File: src/sv/hcbd_pkg.sv
// ----------------------------------------------------------------------------
// hcbd_pkg
// Shared types and constants for the chunked body decoder.
// ----------------------------------------------------------------------------
package hcbd_pkg;

  localparam int HCBD_LEN_BITS    = 32;
  localparam int HCBD_QUEUE_DEPTH = 2;

  localparam logic [7:0] LINE_FEED = 8'h0A;

  typedef enum logic [1:0] {
    KIND_DATA  = 2'd0,
    KIND_END   = 2'd1,
    KIND_ERR   = 2'd2,
    KIND_TRUNC = 2'd3
  } kind_t;

  // classified input item
  typedef struct packed {
    logic [7:0] data;
    logic       is_end;
    logic       is_ws;
    logic       is_lf;
    logic       is_hex;
    logic [3:0] hex_val;
  } class_t;

  // result item
  typedef struct packed {
    logic [7:0] data;
    kind_t      kind;
    logic       last;
  } result_t;

endpackage

File: src/sv/http_chunked_body_decoder.sv
// ----------------------------------------------------------------------------
// http_chunked_body_decoder
// HTTP/1.1 chunked transfer decoder, one body byte per item.
// ----------------------------------------------------------------------------
// Accepts one byte per cycle while not full and yields at most one result
// per byte, so the sustained rate is one item per clock while results are
// popped. A byte passes the classifier and a two-entry queue, then the
// framing state machine, then a two-entry result queue, which registers its
// result. Chunk sizes are hex, up to LEN_BITS bits; a size line with no digit
// or an oversize length gives a size line error at its line feed, and an end
// marker inside a message gives a truncated input result.
module http_chunked_body_decoder
  import hcbd_pkg::*;
#(
  parameter int LEN_BITS = HCBD_LEN_BITS
) (
  input  logic       clk,
  input  logic       rst,
  input  logic       push,
  output logic       full,
  input  logic [7:0] in_byte,
  input  logic       in_end,
  input  logic       pop,
  output logic       empty,
  output logic [7:0] out_byte,
  output logic [1:0] out_kind,
  output logic       chunk_last
);

  class_t  cls_in;
  class_t  cls_q;
  logic    cls_empty;
  logic    cls_pop;
  result_t res_in;
  result_t res_q;
  logic    res_push;
  logic    res_full;

  hcbd_front u_front (
    .in_byte (in_byte),
    .in_end  (in_end),
    .cls     (cls_in)
  );

  hcbd_queue #(
    .WIDTH ($bits(class_t)),
    .DEPTH (HCBD_QUEUE_DEPTH)
  ) u_cls_queue (
    .clk     (clk),
    .rst     (rst),
    .push    (push),
    .wr_data (cls_in),
    .full    (full),
    .pop     (cls_pop),
    .rd_data (cls_q),
    .empty   (cls_empty)
  );

  hcbd_back #(
    .LEN_BITS (LEN_BITS)
  ) u_back (
    .clk       (clk),
    .rst       (rst),
    .cls       (cls_q),
    .cls_empty (cls_empty),
    .cls_pop   (cls_pop),
    .res_full  (res_full),
    .res_push  (res_push),
    .res       (res_in)
  );

  hcbd_queue #(
    .WIDTH ($bits(result_t)),
    .DEPTH (HCBD_QUEUE_DEPTH)
  ) u_res_queue (
    .clk     (clk),
    .rst     (rst),
    .push    (res_push),
    .wr_data (res_in),
    .full    (res_full),
    .pop     (pop),
    .rd_data (res_q),
    .empty   (empty)
  );

  assign out_byte   = res_q.data;
  assign out_kind   = res_q.kind;
  assign chunk_last = res_q.last;

endmodule

File: src/sv/hcbd_front.sv
// ----------------------------------------------------------------------------
// hcbd_front
// Classifies each raw body byte: whitespace, line feed, hex digit and value.
// ----------------------------------------------------------------------------
module hcbd_front
  import hcbd_pkg::*;
(
  input  logic [7:0] in_byte,
  input  logic       in_end,
  output class_t     cls
);

  logic       is_dec;
  logic       is_upper;
  logic       is_lower;
  logic [7:0] hex_full;

  always_comb begin
    is_dec   = (in_byte >= 8'h30) && (in_byte <= 8'h39);
    is_upper = (in_byte >= 8'h41) && (in_byte <= 8'h46);
    is_lower = (in_byte >= 8'h61) && (in_byte <= 8'h66);
    if (is_dec) begin
      hex_full = in_byte - 8'h30;
    end else if (is_upper) begin
      hex_full = in_byte - 8'h37;
    end else if (is_lower) begin
      hex_full = in_byte - 8'h57;
    end else begin
      hex_full = 8'h00;
    end

    cls.data    = in_byte;
    cls.is_end  = in_end;
    cls.is_ws   = (in_byte == 8'h20) || ((in_byte >= 8'h09) && (in_byte <= 8'h0D));
    cls.is_lf   = (in_byte == LINE_FEED);
    cls.is_hex  = is_dec || is_upper || is_lower;
    cls.hex_val = hex_full[3:0];
  end

endmodule

File: src/sv/hcbd_queue.sv
// ----------------------------------------------------------------------------
// hcbd_queue
// Small first-word-fall-through queue with count-based full and empty.
// ----------------------------------------------------------------------------
module hcbd_queue
  import hcbd_pkg::*;
#(
  parameter int WIDTH = 8,
  parameter int DEPTH = HCBD_QUEUE_DEPTH
) (
  input  logic             clk,
  input  logic             rst,
  input  logic             push,
  input  logic [WIDTH-1:0] wr_data,
  output logic             full,
  input  logic             pop,
  output logic [WIDTH-1:0] rd_data,
  output logic             empty
);

  localparam int PTR_W = (DEPTH > 1) ? $clog2(DEPTH) : 1;
  localparam int CNT_W = $clog2(DEPTH + 1);

  logic [WIDTH-1:0] slots [DEPTH];
  logic [PTR_W-1:0] wr_ptr;
  logic [PTR_W-1:0] rd_ptr;
  logic [CNT_W-1:0] count;
  logic             do_push;
  logic             do_pop;

  assign full    = (count == CNT_W'(DEPTH));
  assign empty   = (count == '0);
  assign do_push = push && !full;
  assign do_pop  = pop && !empty;
  assign rd_data = slots[rd_ptr];

  always_ff @(posedge clk) begin
    if (do_push) begin
      slots[wr_ptr] <= wr_data;
    end
  end

  always_ff @(posedge clk) begin
    if (rst) begin
      wr_ptr <= '0;
      rd_ptr <= '0;
      count  <= '0;
    end else begin
      if (do_push) begin
        wr_ptr <= (wr_ptr == PTR_W'(DEPTH - 1)) ? '0 : wr_ptr + 1'b1;
      end
      if (do_pop) begin
        rd_ptr <= (rd_ptr == PTR_W'(DEPTH - 1)) ? '0 : rd_ptr + 1'b1;
      end
      case ({do_push, do_pop})
        2'b10:   count <= count + 1'b1;
        2'b01:   count <= count - 1'b1;
        default: count <= count;
      endcase
    end
  end

endmodule

File: src/sv/hcbd_back.sv
// ----------------------------------------------------------------------------
// hcbd_back
// Chunk framing state machine: size line parsing, payload pass, trailer.
// ----------------------------------------------------------------------------
module hcbd_back
  import hcbd_pkg::*;
#(
  parameter int LEN_BITS = HCBD_LEN_BITS
) (
  input  logic    clk,
  input  logic    rst,
  input  class_t  cls,
  input  logic    cls_empty,
  output logic    cls_pop,
  input  logic    res_full,
  output logic    res_push,
  output result_t res
);

  typedef enum logic [2:0] {
    ST_IDLE,
    ST_WS,
    ST_DIGITS,
    ST_EXT,
    ST_DATA,
    ST_TRAILER
  } state_t;

  state_t              state, state_next;
  logic [LEN_BITS-1:0] remaining, remaining_next;
  logic                saw_digit, saw_digit_next;
  logic                size_overflow, size_overflow_next;
  logic                take;
  logic                ovf_hit;
  logic [LEN_BITS-1:0] rem_dec;

  assign take    = !cls_empty && !res_full;
  assign cls_pop = take;
  assign ovf_hit = (remaining[LEN_BITS-1 -: 4] != 4'h0);
  assign rem_dec = remaining - 1'b1;

  always_comb begin
    state_next         = state;
    remaining_next     = remaining;
    saw_digit_next     = saw_digit;
    size_overflow_next = size_overflow;
    res_push           = 1'b0;
    res                = '0;

    if (take) begin
      if (cls.is_end) begin
        if (state != ST_IDLE) begin
          res_push = 1'b1;
          res.kind = KIND_TRUNC;
        end
        state_next         = ST_IDLE;
        remaining_next     = '0;
        saw_digit_next     = 1'b0;
        size_overflow_next = 1'b0;
      end else begin
        unique case (state)
          ST_IDLE, ST_WS: begin
            if (!cls.is_ws) begin
              size_overflow_next = 1'b0;
              if (cls.is_hex) begin
                remaining_next = LEN_BITS'(cls.hex_val);
                saw_digit_next = 1'b1;
                state_next     = ST_DIGITS;
              end else begin
                remaining_next = '0;
                saw_digit_next = 1'b0;
                state_next     = ST_EXT;
              end
            end
          end
          ST_DIGITS, ST_EXT: begin
            if (cls.is_lf) begin
              if (!saw_digit || size_overflow) begin
                res_push           = 1'b1;
                res.kind           = KIND_ERR;
                state_next         = ST_IDLE;
                remaining_next     = '0;
              end else begin
                state_next = (remaining == '0) ? ST_TRAILER : ST_DATA;
              end
              saw_digit_next     = 1'b0;
              size_overflow_next = 1'b0;
            end else if (state == ST_DIGITS) begin
              if (cls.is_hex) begin
                saw_digit_next = 1'b1;
                if (!size_overflow) begin
                  if (ovf_hit) begin
                    size_overflow_next = 1'b1;
                  end else begin
                    remaining_next = {remaining[LEN_BITS-5:0], cls.hex_val};
                  end
                end
              end else begin
                state_next = ST_EXT;
              end
            end
          end
          ST_DATA: begin
            remaining_next = rem_dec;
            res_push       = 1'b1;
            res.data       = cls.data;
            res.kind       = KIND_DATA;
            res.last       = (rem_dec == '0);
            if (rem_dec == '0) begin
              state_next = ST_WS;
            end
          end
          ST_TRAILER: begin
            if (cls.is_lf) begin
              res_push       = 1'b1;
              res.kind       = KIND_END;
              state_next     = ST_IDLE;
              remaining_next = '0;
            end
          end
          default: begin
            state_next         = ST_IDLE;
            remaining_next     = '0;
            saw_digit_next     = 1'b0;
            size_overflow_next = 1'b0;
          end
        endcase
      end
    end
  end

  always_ff @(posedge clk) begin
    if (rst) begin
      state         <= ST_IDLE;
      remaining     <= '0;
      saw_digit     <= 1'b0;
      size_overflow <= 1'b0;
    end else begin
      state         <= state_next;
      remaining     <= remaining_next;
      saw_digit     <= saw_digit_next;
      size_overflow <= size_overflow_next;
    end
  end

`ifndef SYNTHESIS
  a_data_len_nonzero: assert property (@(posedge clk) disable iff (rst)
    state == ST_DATA |-> remaining != '0)
    else $error("payload phase with zero length");

  a_push_needs_take: assert property (@(posedge clk) disable iff (rst)
    res_push |-> take)
    else $error("result pushed without a consumed item");

  a_data_emits: assert property (@(posedge clk) disable iff (rst)
    take && !cls.is_end && state == ST_DATA |-> res_push && res.kind == KIND_DATA)
    else $error("payload byte not passed");

  a_idle_after_result: assert property (@(posedge clk) disable iff (rst)
    res_push && res.kind != KIND_DATA |=> state == ST_IDLE && remaining == '0)
    else $error("decoder not idle after message result");
`endif

endmodule
File: config.mk
export PLATFORM = sky130hd
export DESIGN_NAME = http_chunked_body_decoder
export DESIGN_NICKNAME = d
export VERILOG_FILES = /design/src/sv/hcbd_pkg.sv /design/src/sv/http_chunked_body_decoder.sv /design/src/sv/hcbd_front.sv /design/src/sv/hcbd_queue.sv /design/src/sv/hcbd_back.sv
export SDC_FILE = /design/constraint.sdc
export NUM_CORES = 1
export LEC_CHECK = 0
export ABC_AREA = 1
export BUFFER_PORTS_ARGS = -buffer_cell sky130_fd_sc_hd__buf_2
export CORE_ASPECT_RATIO = 1.4
export CORE_MARGIN = 2
export CORE_UTILIZATION = 25
export CTS_BUF_LIST = sky130_fd_sc_hd__clkbuf_4
export CTS_CLUSTER_SIZE = 12
export DETAILED_ROUTE_END_ITERATION = 10
export PLACE_DENSITY = 0.46
export SYNTH_ARGS = -nofsm -noshare
export SYNTH_HDL_FRONTEND = slang
export SYNTH_HIERARCHICAL = 1
export SYNTH_SLANG_ARGS = --single-unit
File: constraint.sdc
create_clock -name clk -period 3 [get_ports clk]
set_clock_uncertainty 0.1 [all_clocks]
set_input_delay 0.3 -clock clk [delete_from_list [all_inputs] [get_ports clk]]
set_output_delay 0.3 -clock clk [all_outputs]
set_load 0.02 [all_outputs]
==> key figures, run 1 <==
Run status
  – Outcome: finished, final reports clean

Route
  – Post-detailed-routing wire length: around 16 mm
  – Detailed-route DRC error count: 0
  – Number of DRC violations after detailed-routing iteration 0: between 200 and 300
  – Vias: 5077
  – Router iterations before antenna repair: 5
  – Routed WL per cell: ~14 µm
  – Routed via count divided by cell count: ~4.5
  – Number of nets with antenna violations after routing: 0

GRT
  – Global-route wire length before repair: approximately 26 mm
  – Initial antenna violation count: 1
  – Total global-route track usage: about an eighth
  – Pin count of the biggest net entering global routing: 33
  – GR Overflow Total: 0
  – Number of global-route vias before repair: a little under 5000

Timing
  – Normalized max-slew margin: between 40% and 50%
  – Sum of negative setup slack: 0 ps
  – Slew Limit Fails: 0
  – Final critical-path share of the clock period: 86.05%
  – Number of hold-slack violations in the final timing report: 0
  – Endpoints failing setup: 0
  – Unrepaired setup endpoints after global routing: false
  – Clock period minus worst slack: around 2600 ps
  – Maximum clock rate: 0.3874 GHz
  – Actual transition at the worst max-transition pin: about 820 ps

Setup path
  – Worst r2r path cells: 12
  – Reg-to-reg critical path endpoint: u_res_queue/slots[1][0]$_DFFE_PP_
  – Worst Path Max Fanout: 10
  – CP Cell Sequence: inv_1 -> ha_1 -> nand2_4 -> nor2_8 -> nand2_2 -> nand2_1 -> nand2_1 -> nor4b_1 -> nand2_1 -> nor3_1 -> nand3_1 -> nor2_1
  – Max stage delay on crit path: about 360 ps
  – Crit path DAT: around 2800 ps
  – Cell repeated most along the worst path: sky130_fd_sc_hd__nand2_1
  – Reg2Reg Launch Point: u_back/remaining[0]$_SDFFE_PP0P_
  – Critical path capture point type: register
  – Slowest stage cell on the critical path: sky130_fd_sc_hd__dfxtp_1
  – Worst setup SP type: register
  – Slack of the worst reg-to-reg path: 420 ps
  – Required arrival time at the worst endpoint: between 3000 and 4000 ps
  – Class of the most critical setup path: register to register

Finish
  – Fin cells: 1130
  – Area of combinational cells with multiple inputs: between 2000 and 3000 µm²
  – Fraction of layout cells with a size suffix above 1: between 10% and 20%
  – Layout Nets: 837
  – P&R area growth vs syn: 11.07%
  – Layout Utilization: 28.28%
  – Register cell area after layout: around 2600 µm²
  – Fill cell count: around 2600

Power and ir drop
  – Leakage power of the design: between 2 and 3 nW
  – Maximum resistive drop on vdd: around 350 µV
  – Cell Pwr Density: 1067 nW/µm²

Placed design
  – Last weighted congestion value of the routability-driven placer: 0.8837
  – Number of buffers inserted by port buffering: 25
  – HPWL reported at the end of detailed placement: 12.12 mm
  – Inst Count DP: roughly 1100

Logic synthesis
  – Cell area after synthesis: ~6100 µm²
  – Register bit count reported by yosys: just over 100
  – EDFF count, synth: 54
  – Mean instance size in the synthesized netlist: approximately 7.7 µm²
  – Commonest cells in the netlist: sky130_fd_sc_hd__nand2_1, sky130_fd_sc_hd__nor2_1, sky130_fd_sc_hd__inv_1
  – Count of different cell masters after synthesis: 39
  – Portion of synthesized cell area occupied by the leading cell type: a little over a quarter
  – Primary FF master, synth: sky130_fd_sc_hd__edfxtp_1
  – Cell types with the largest area share after synthesis: sky130_fd_sc_hd__edfxtp_1, sky130_fd_sc_hd__dfxtp_1, sky130_fd_sc_hd__nand2_1
  – Part of the Yosys area used for sequential elements: ~42%
  – Synth Warn #: 6
  – Share of async-settable or async-resettable flops after synthesis: 0%
  – Top cell type by total area after synthesis: sky130_fd_sc_hd__edfxtp_1
  – Number of instances in the synthesized netlist: 786
  – Synth Net Count: slightly above 800
  – Most frequently used cell type in the post-synthesis netlist: sky130_fd_sc_hd__nand2_1

Clock tree
  – Max Buffers Root-to-Sink: 2
  – Total number of clock tree sinks: just over 100
  – Clock root buffer master: sky130_fd_sc_hd__clkbuf_4
  – Clock H-tree levels: 3
  – Total clock buffers created by CTS: 9
  – Clk pin slew, worst setup/hold paths: ~160 ps
  – Post-CTS resize count: 0
  – Clk_lat worst skew: approximately 510 ps
  – Clock tree from TritonCTS: done

Die
  – Number of top-level pins: 26
  – Initial core utilization: approximately 25%
  – Core region area: approximately 24000 µm²
  – Floorplan die height: roughly 190 µm
  – Rows: 67
  – Width of the chip: ~140 µm
  – Die area: 25610 µm²

Job
  – Max-cap violations: 0

Min path
  – Hold crit path type: input pin to register
  – Worst Min Path Start: push
  – Cells on Worst Hold Path: 5
  – Worst-case hold path end point: u_cls_queue/wr_ptr$_SDFFE_PP0P_
[stage by stage]
| stage | setup slack [ps] | area [µm²] | power (mW) | hold slack [ps] |
|---|---|---|---|---|
| after floorplan | 693.7 | 6083 | 5.280 | 343.4 |
| after global placement | 397.9 | 6504 | 6.474 | 371.2 |
| after detailed placement | 397.3 | 6504 | 6.445 | 375.0 |
| after CTS | 362.4 | 6754 | 7.282 | 70.38 |
| after global routing | 78.23 | 6756 | 7.834 | 98.04 |
| final | 418.4 | 6756 | 7.206 | 113.0 |
[timing repair]
action	CTS	global route
endpoints found under the hold margin	18	0
buffers inserted	0	0
endpoints found under the setup margin	0	0
hold buffers	9	0
[layer usage]
layer  track usage, %  routed length [µm]  vias up
met1            14.42                6383     2354
met2            24.67                8733       82
met4            6.931                 615        0
li1                 -                   -     2609
met5                0                   0        -
met3            1.668                 364       32
[cell type report]
cell class	instances	area share, %
Tap cell	310	5.741
Timing Repair Buffer	44	4.296
Clock buffer	9	1.000
Clock inverter	7	1.370
Antenna cell	1	0.03704
Sequential cell	101	37.93
Inverter	102	5.667
Multi-Input combinational cell	556	43.96
[cell usage in the layout (no fill, tap or decap), drive strengths merged]
cell type / Yosys / layout
xor2: 7 / 7
diode: 0 / 1
nor4: 2 / 2
nor2: 141 / 141
clkinv: 1 / 5
nor3: 11 / 11
nand3b: 1 / 1
nand2: 209 / 209
o21bai: 1 / 1
bufinv: 0 / 1
ha: 10 / 10
inv: 101 / 103
clkbuf: 10 / 9
edfxtp: 54 / 54
nand3: 30 / 30
o21ai: 38 / 38
a21oi: 43 / 43
buf: 17 / 35
nand4: 15 / 15
a22o: 1 / 1
mux2: 27 / 27
dfxtp: 47 / 47
nor4b: 1 / 1
o22ai: 19 / 19
dlygate4sd3: 0 / 9
[kinds of logic after synthesis]
logic type                 count (synthesis)  share of synthesized area [%]
buffers and inverters                    129                          9.050
DFF                                      101                          42.12
adders and majority gates                 10                          2.057
AOI/OAI and AO/OA                        102                          9.132
and+or+nand+nor                          410                          31.02
muxes                                     27                          5.615
xor gates and xnor gates                   7                          1.008
[report_power, final]
group          switching [mW]  internal (mW)  total (mW)
Combinational            3.03           1.43        4.45
Sequential              0.194           1.76        1.95
Clock                   0.527          0.274       0.802
Total                    3.75           3.46        7.21
[worst max-delay path by stage]
stage | start | endpoint | slack (ps) | depth (start not counted)
floorplan | register | u_res_queue/slots[0][0]$_DFFE_PP_ | 690 | 10
global placement | u_back/remaining[0]$_SDFFE_PP0P_ | u_res_queue/slots[0][0]$_DFFE_PP_ | 400 | 12
detailed placement | u_back/remaining[0]$_SDFFE_PP0P_ | u_res_queue/slots[1][0]$_DFFE_PP_ | 400 | 12
CTS | u_back/remaining[0]$_SDFFE_PP0P_ | u_res_queue/slots[0][0]$_DFFE_PP_ | 360 | 12
global route | u_back/remaining[0]$_SDFFE_PP0P_ | u_res_queue/slots[1][0]$_DFFE_PP_ | 80 | 12
finish | u_back/remaining[0]$_SDFFE_PP0P_ | u_res_queue/slots[1][0]$_DFFE_PP_ | 420 | 12
[sequential cells by signal, indices dropped and copies added, names as in the netlist, named ones only]
signal	cells
u_res_queue/count	2
u_cls_queue/rd_ptr	1
u_back/size_overflow	1
u_res_queue/wr_ptr	1
u_cls_queue/slots	32
u_res_queue/rd_ptr	1
u_back/remaining	32
u_cls_queue/wr_ptr	1
u_back/saw_digit	1
u_back/state	3
u_res_queue/slots	22
u_cls_queue/count	2
[critical path: cells and delay by family (launching register included)]
family,cells,cell delay [ps]
DFF,1,360
adders and majority gates,1,290
and+or+nand+nor,10,1510
buffers and inverters,1,190
Note: power is estimated with default switching activity, not from simulation.
==> inputs of run 2 (changes only) <==
--- a/config.mk
+++ b/config.mk
@@ -13,7 +13,7 @@
 export CTS_BUF_LIST = sky130_fd_sc_hd__clkbuf_4
 export CTS_CLUSTER_SIZE = 12
 export DETAILED_ROUTE_END_ITERATION = 10
-export PLACE_DENSITY = 0.46
+export PLACE_DENSITY = 0.4
 export SYNTH_ARGS = -nofsm -noshare
 export SYNTH_HDL_FRONTEND = slang
 export SYNTH_HIERARCHICAL = 1
==> key figures, run 2 (same netlist as run 1, synthesis figures left out) <==
Run status
  – Outcome: finished, final reports clean

Route
  – Number of nets with antenna violations after routing: 0 (unchanged)
  – Detailed-route DRC error count: 0 (unchanged)
  – Routed via count divided by cell count: 4.444 (-1.1%)
  – Routed WL per cell: 14.90 µm (+4.6%)
  – Router iterations before antenna repair: 4 (-1)
  – Vias: 5022 (-1.1%)
  – Number of DRC violations after detailed-routing iteration 0: 259 (-10%)
  – Post-detailed-routing wire length: 16.84 mm (+4.6%)

Clock tree
  – Clock H-tree levels: 3 (unchanged)
  – Clk pin slew, worst setup/hold paths: 180 ps (+20 ps)
  – Total clock buffers created by CTS: 9 (unchanged)
  – Number of buffers inserted to repair setup after CTS: 0 (unchanged)
  – Max Buffers Root-to-Sink: 2 (unchanged)
  – Clk_lat worst skew: 500 ps (about the same)
  – Total number of clock tree sinks: 101 (unchanged)
  – Hold Buf Count CTS: 9 (unchanged)
  – Clock root buffer master: sky130_fd_sc_hd__clkbuf_4
  – Clock tree from TritonCTS: done
  – Post-CTS resize count: 0 (unchanged)

Min path
  – Worst Min Path Start: push
  – Hold crit path type: input pin to register

Finish
  – Final cell area excluding filler cells: 6735 µm² (-0.31%)
  – Largest regs: u_back/remaining (32), u_cls_queue/slots (32), u_res_queue/slots (22)
  – Fraction of layout cells with a size suffix above 1: 16.73% (unchanged)
  – Most common cell after layout, fill and taps aside: sky130_fd_sc_hd__nand2_1
  – Most frequent cells in the layout: sky130_fd_sc_hd__nand2_1, sky130_fd_sc_hd__nor2_1, sky130_fd_sc_hd__inv_1, sky130_fd_sc_hd__edfxtp_1, sky130_fd_sc_hd__dfxtp_1
  – Layout Nets: 837 (unchanged)
  – Layout Utilization: 28.19% (-0.089 points)
  – P&R area growth vs syn: 10.72%

Setup path
  – Slowest stage cell on the critical path: sky130_fd_sc_hd__dfxtp_1
  – Max stage delay on crit path: 370 ps (about the same)
  – Worst setup SP type: register
  – Class of the most critical setup path: register to register
  – Worst Path Max Fanout: 10 (unchanged)
  – Critical path buffers and inverters: 1 (unchanged)
  – Cell family contributing the most delay on the critical path: simple AND/OR/NAND/NOR gates
  – Required arrival time at the worst endpoint: 3260 ps (+20 ps)
  – Reg2Reg Launch Point: u_back/remaining[0]$_SDFFE_PP0P_
  – CP Cell Sequence: inv_1 -> ha_1 -> nand2_4 -> nor2_8 -> nand2_2 -> nand2_1 -> nand2_1 -> nor4b_1 -> nand2_1 -> nor3_1 -> nand3_1 -> nor2_1
  – Crit path DAT: 2870 ps (+50 ps)
  – Cell repeated most along the worst path: sky130_fd_sc_hd__nand2_1
  – Launching instance or port of the critical path: u_back/remaining[0]$_SDFFE_PP0P_
  – Critical path capture point type: register

GRT
  – Initial antenna violation count: 1 (unchanged)
  – Number of global-route vias before repair: 5125 (+3.3%)
  – GR Overflow Total: 0 (unchanged)
  – Pin count of the biggest net entering global routing: 33 (unchanged)
  – Global-route wire length before repair: 27.06 mm (+3.6%)
  – Total global-route track usage: 13.83% (+0.57 points)

Power and ir drop
  – Share of power burned in registers: 27.2% (about the same)
  – Design internal power: 3.374 mW (-2.4%)
  – Maximum resistive drop on vdd: 413.7 µV (+20%)
  – Logic pwr share: 62.7% (+0.9 points)
  – Switching power share of the total: 52.88% (+0.87 points)
  – Final Total Pwr: 7.161 mW (-0.62%)
  – Power spent charging and discharging nets: 3.787 mW (+1.0%)
  – Leakage power of the design: 2.839 nW (-0.58%)
  – Cell Pwr Density: 1063 nW/µm² (-0.31%)
  – Power share of the clock group: 10.1% (-1.0 points)

Timing
  – Actual transition at the worst max-transition pin: 793.1 ps (-28.45 ps)
  – Maximum clock rate: 0.3833 GHz (-1.0%)
  – Endpoints failing setup: 0 (unchanged)
  – Normalized max-slew margin: 47.00% (+1.8 points)
  – Unrepaired setup endpoints after global routing: false
  – Final critical-path share of the clock period: 86.96% (+0.91 points)
  – Number of hold-slack violations in the final timing report: 0 (unchanged)
  – Slew Limit Fails: 0 (unchanged)
  – Clock period minus worst slack: 2609 ps (+27.18 ps)
  – Sum of negative setup slack: 0 ps (unchanged)

Placed design
  – Area after DPL: 6504 µm² (unchanged)
  – Number of buffers inserted by port buffering: 25 (unchanged)
  – Last weighted congestion value of the routability-driven placer: 0.8371 (-5.3%)
  – HPWL reported at the end of detailed placement: 12.74 mm (+5.2%)

Die
  – Die area: 25610 µm² (unchanged)
  – Floorplan die height: 188.6 µm (unchanged)
  – Width of the chip: 135.8 µm (unchanged)
  – Number of top-level pins: 26 (unchanged)
  – Core region area: 23890 µm² (unchanged)
  – Initial core utilization: 25.46% (unchanged)
  – Rows: 67 (unchanged)

Job
  – Max-cap violations: 0 (unchanged)
-- run 2: changes by cell type in the layout (fill, tap and decap cells not counted), sizes merged --
cell and delta:
clkinvlp +2, bufinv -1, clkinv -1
-- run 2: cell type report --
cell class	instances	area (µm²)
Antenna cell	1	2.502
Clock buffer	9	67.56
Clock inverter	7	71.32
Fill cell	2640	17160
Inverter	102	382.9
Multi-Input combinational cell	556	2970
Sequential cell	101	2562
Tap cell	310	387.9
Timing Repair Buffer	44	290.3
-- run 2: final timing paths --
kind	cells past startpoint	end	slack [ps]
hold reg to reg	2	u_back/remaining[30]$_SDFFE_PP0P_	390
setup reg to reg	12	u_res_queue/slots[0][0]$_DFFE_PP_	390
hold / removal	5	u_cls_queue/wr_ptr$_SDFFE_PP0P_	70
setup / recovery	12	u_res_queue/slots[0][0]$_DFFE_PP_	390
-- run 2: per-stage QoR --
stage               hold slack [ps]  setup WS [ps]  cells
floorplan                     343.4          693.7    786
global placement              370.9          355.0   1104
detailed placement            368.2          360.8   1104
CTS                           17.68          342.5   1129
global route                  41.46          213.7   1130
finish                        71.49          391.2   1130
-- run 2: power by group through the flow --
| stage | clock (mW) | combinational, mW | sequential [mW] |
|---|---|---|---|
| 2_1_floorplan | 0 | 3.37 | 1.91 |
| 3_3_place_gp | 0 | 4.58 | 1.99 |
| 3_5_place_dp | 0 | 4.55 | 1.99 |
| 4_1_cts | 0.779 | 4.58 | 1.95 |
| 5_1_grt | 0.828 | 5.07 | 1.99 |
| 6_report | 0.724 | 4.49 | 1.95 |
-- run 2: routing by layer --
layer	part of all wire [%]	GRT usage, %	vias up	wire [µm]
met1	39	14.60	2348	6572
met4	2.2	5.689	0	375
met2	57	26.67	57	9519
met5	0	0	-	0
met3	2.2	2.152	17	367
li1	-	-	2600	-
-- run 2: worst min-delay path, stage by stage --
cell,delay [ps]
sky130_fd_sc_hd__buf_2,100
sky130_fd_sc_hd__inv_1,40
sky130_fd_sc_hd__nor2_1,70
sky130_fd_sc_hd__nor2_1,90
sky130_fd_sc_hd__nor2_1,50
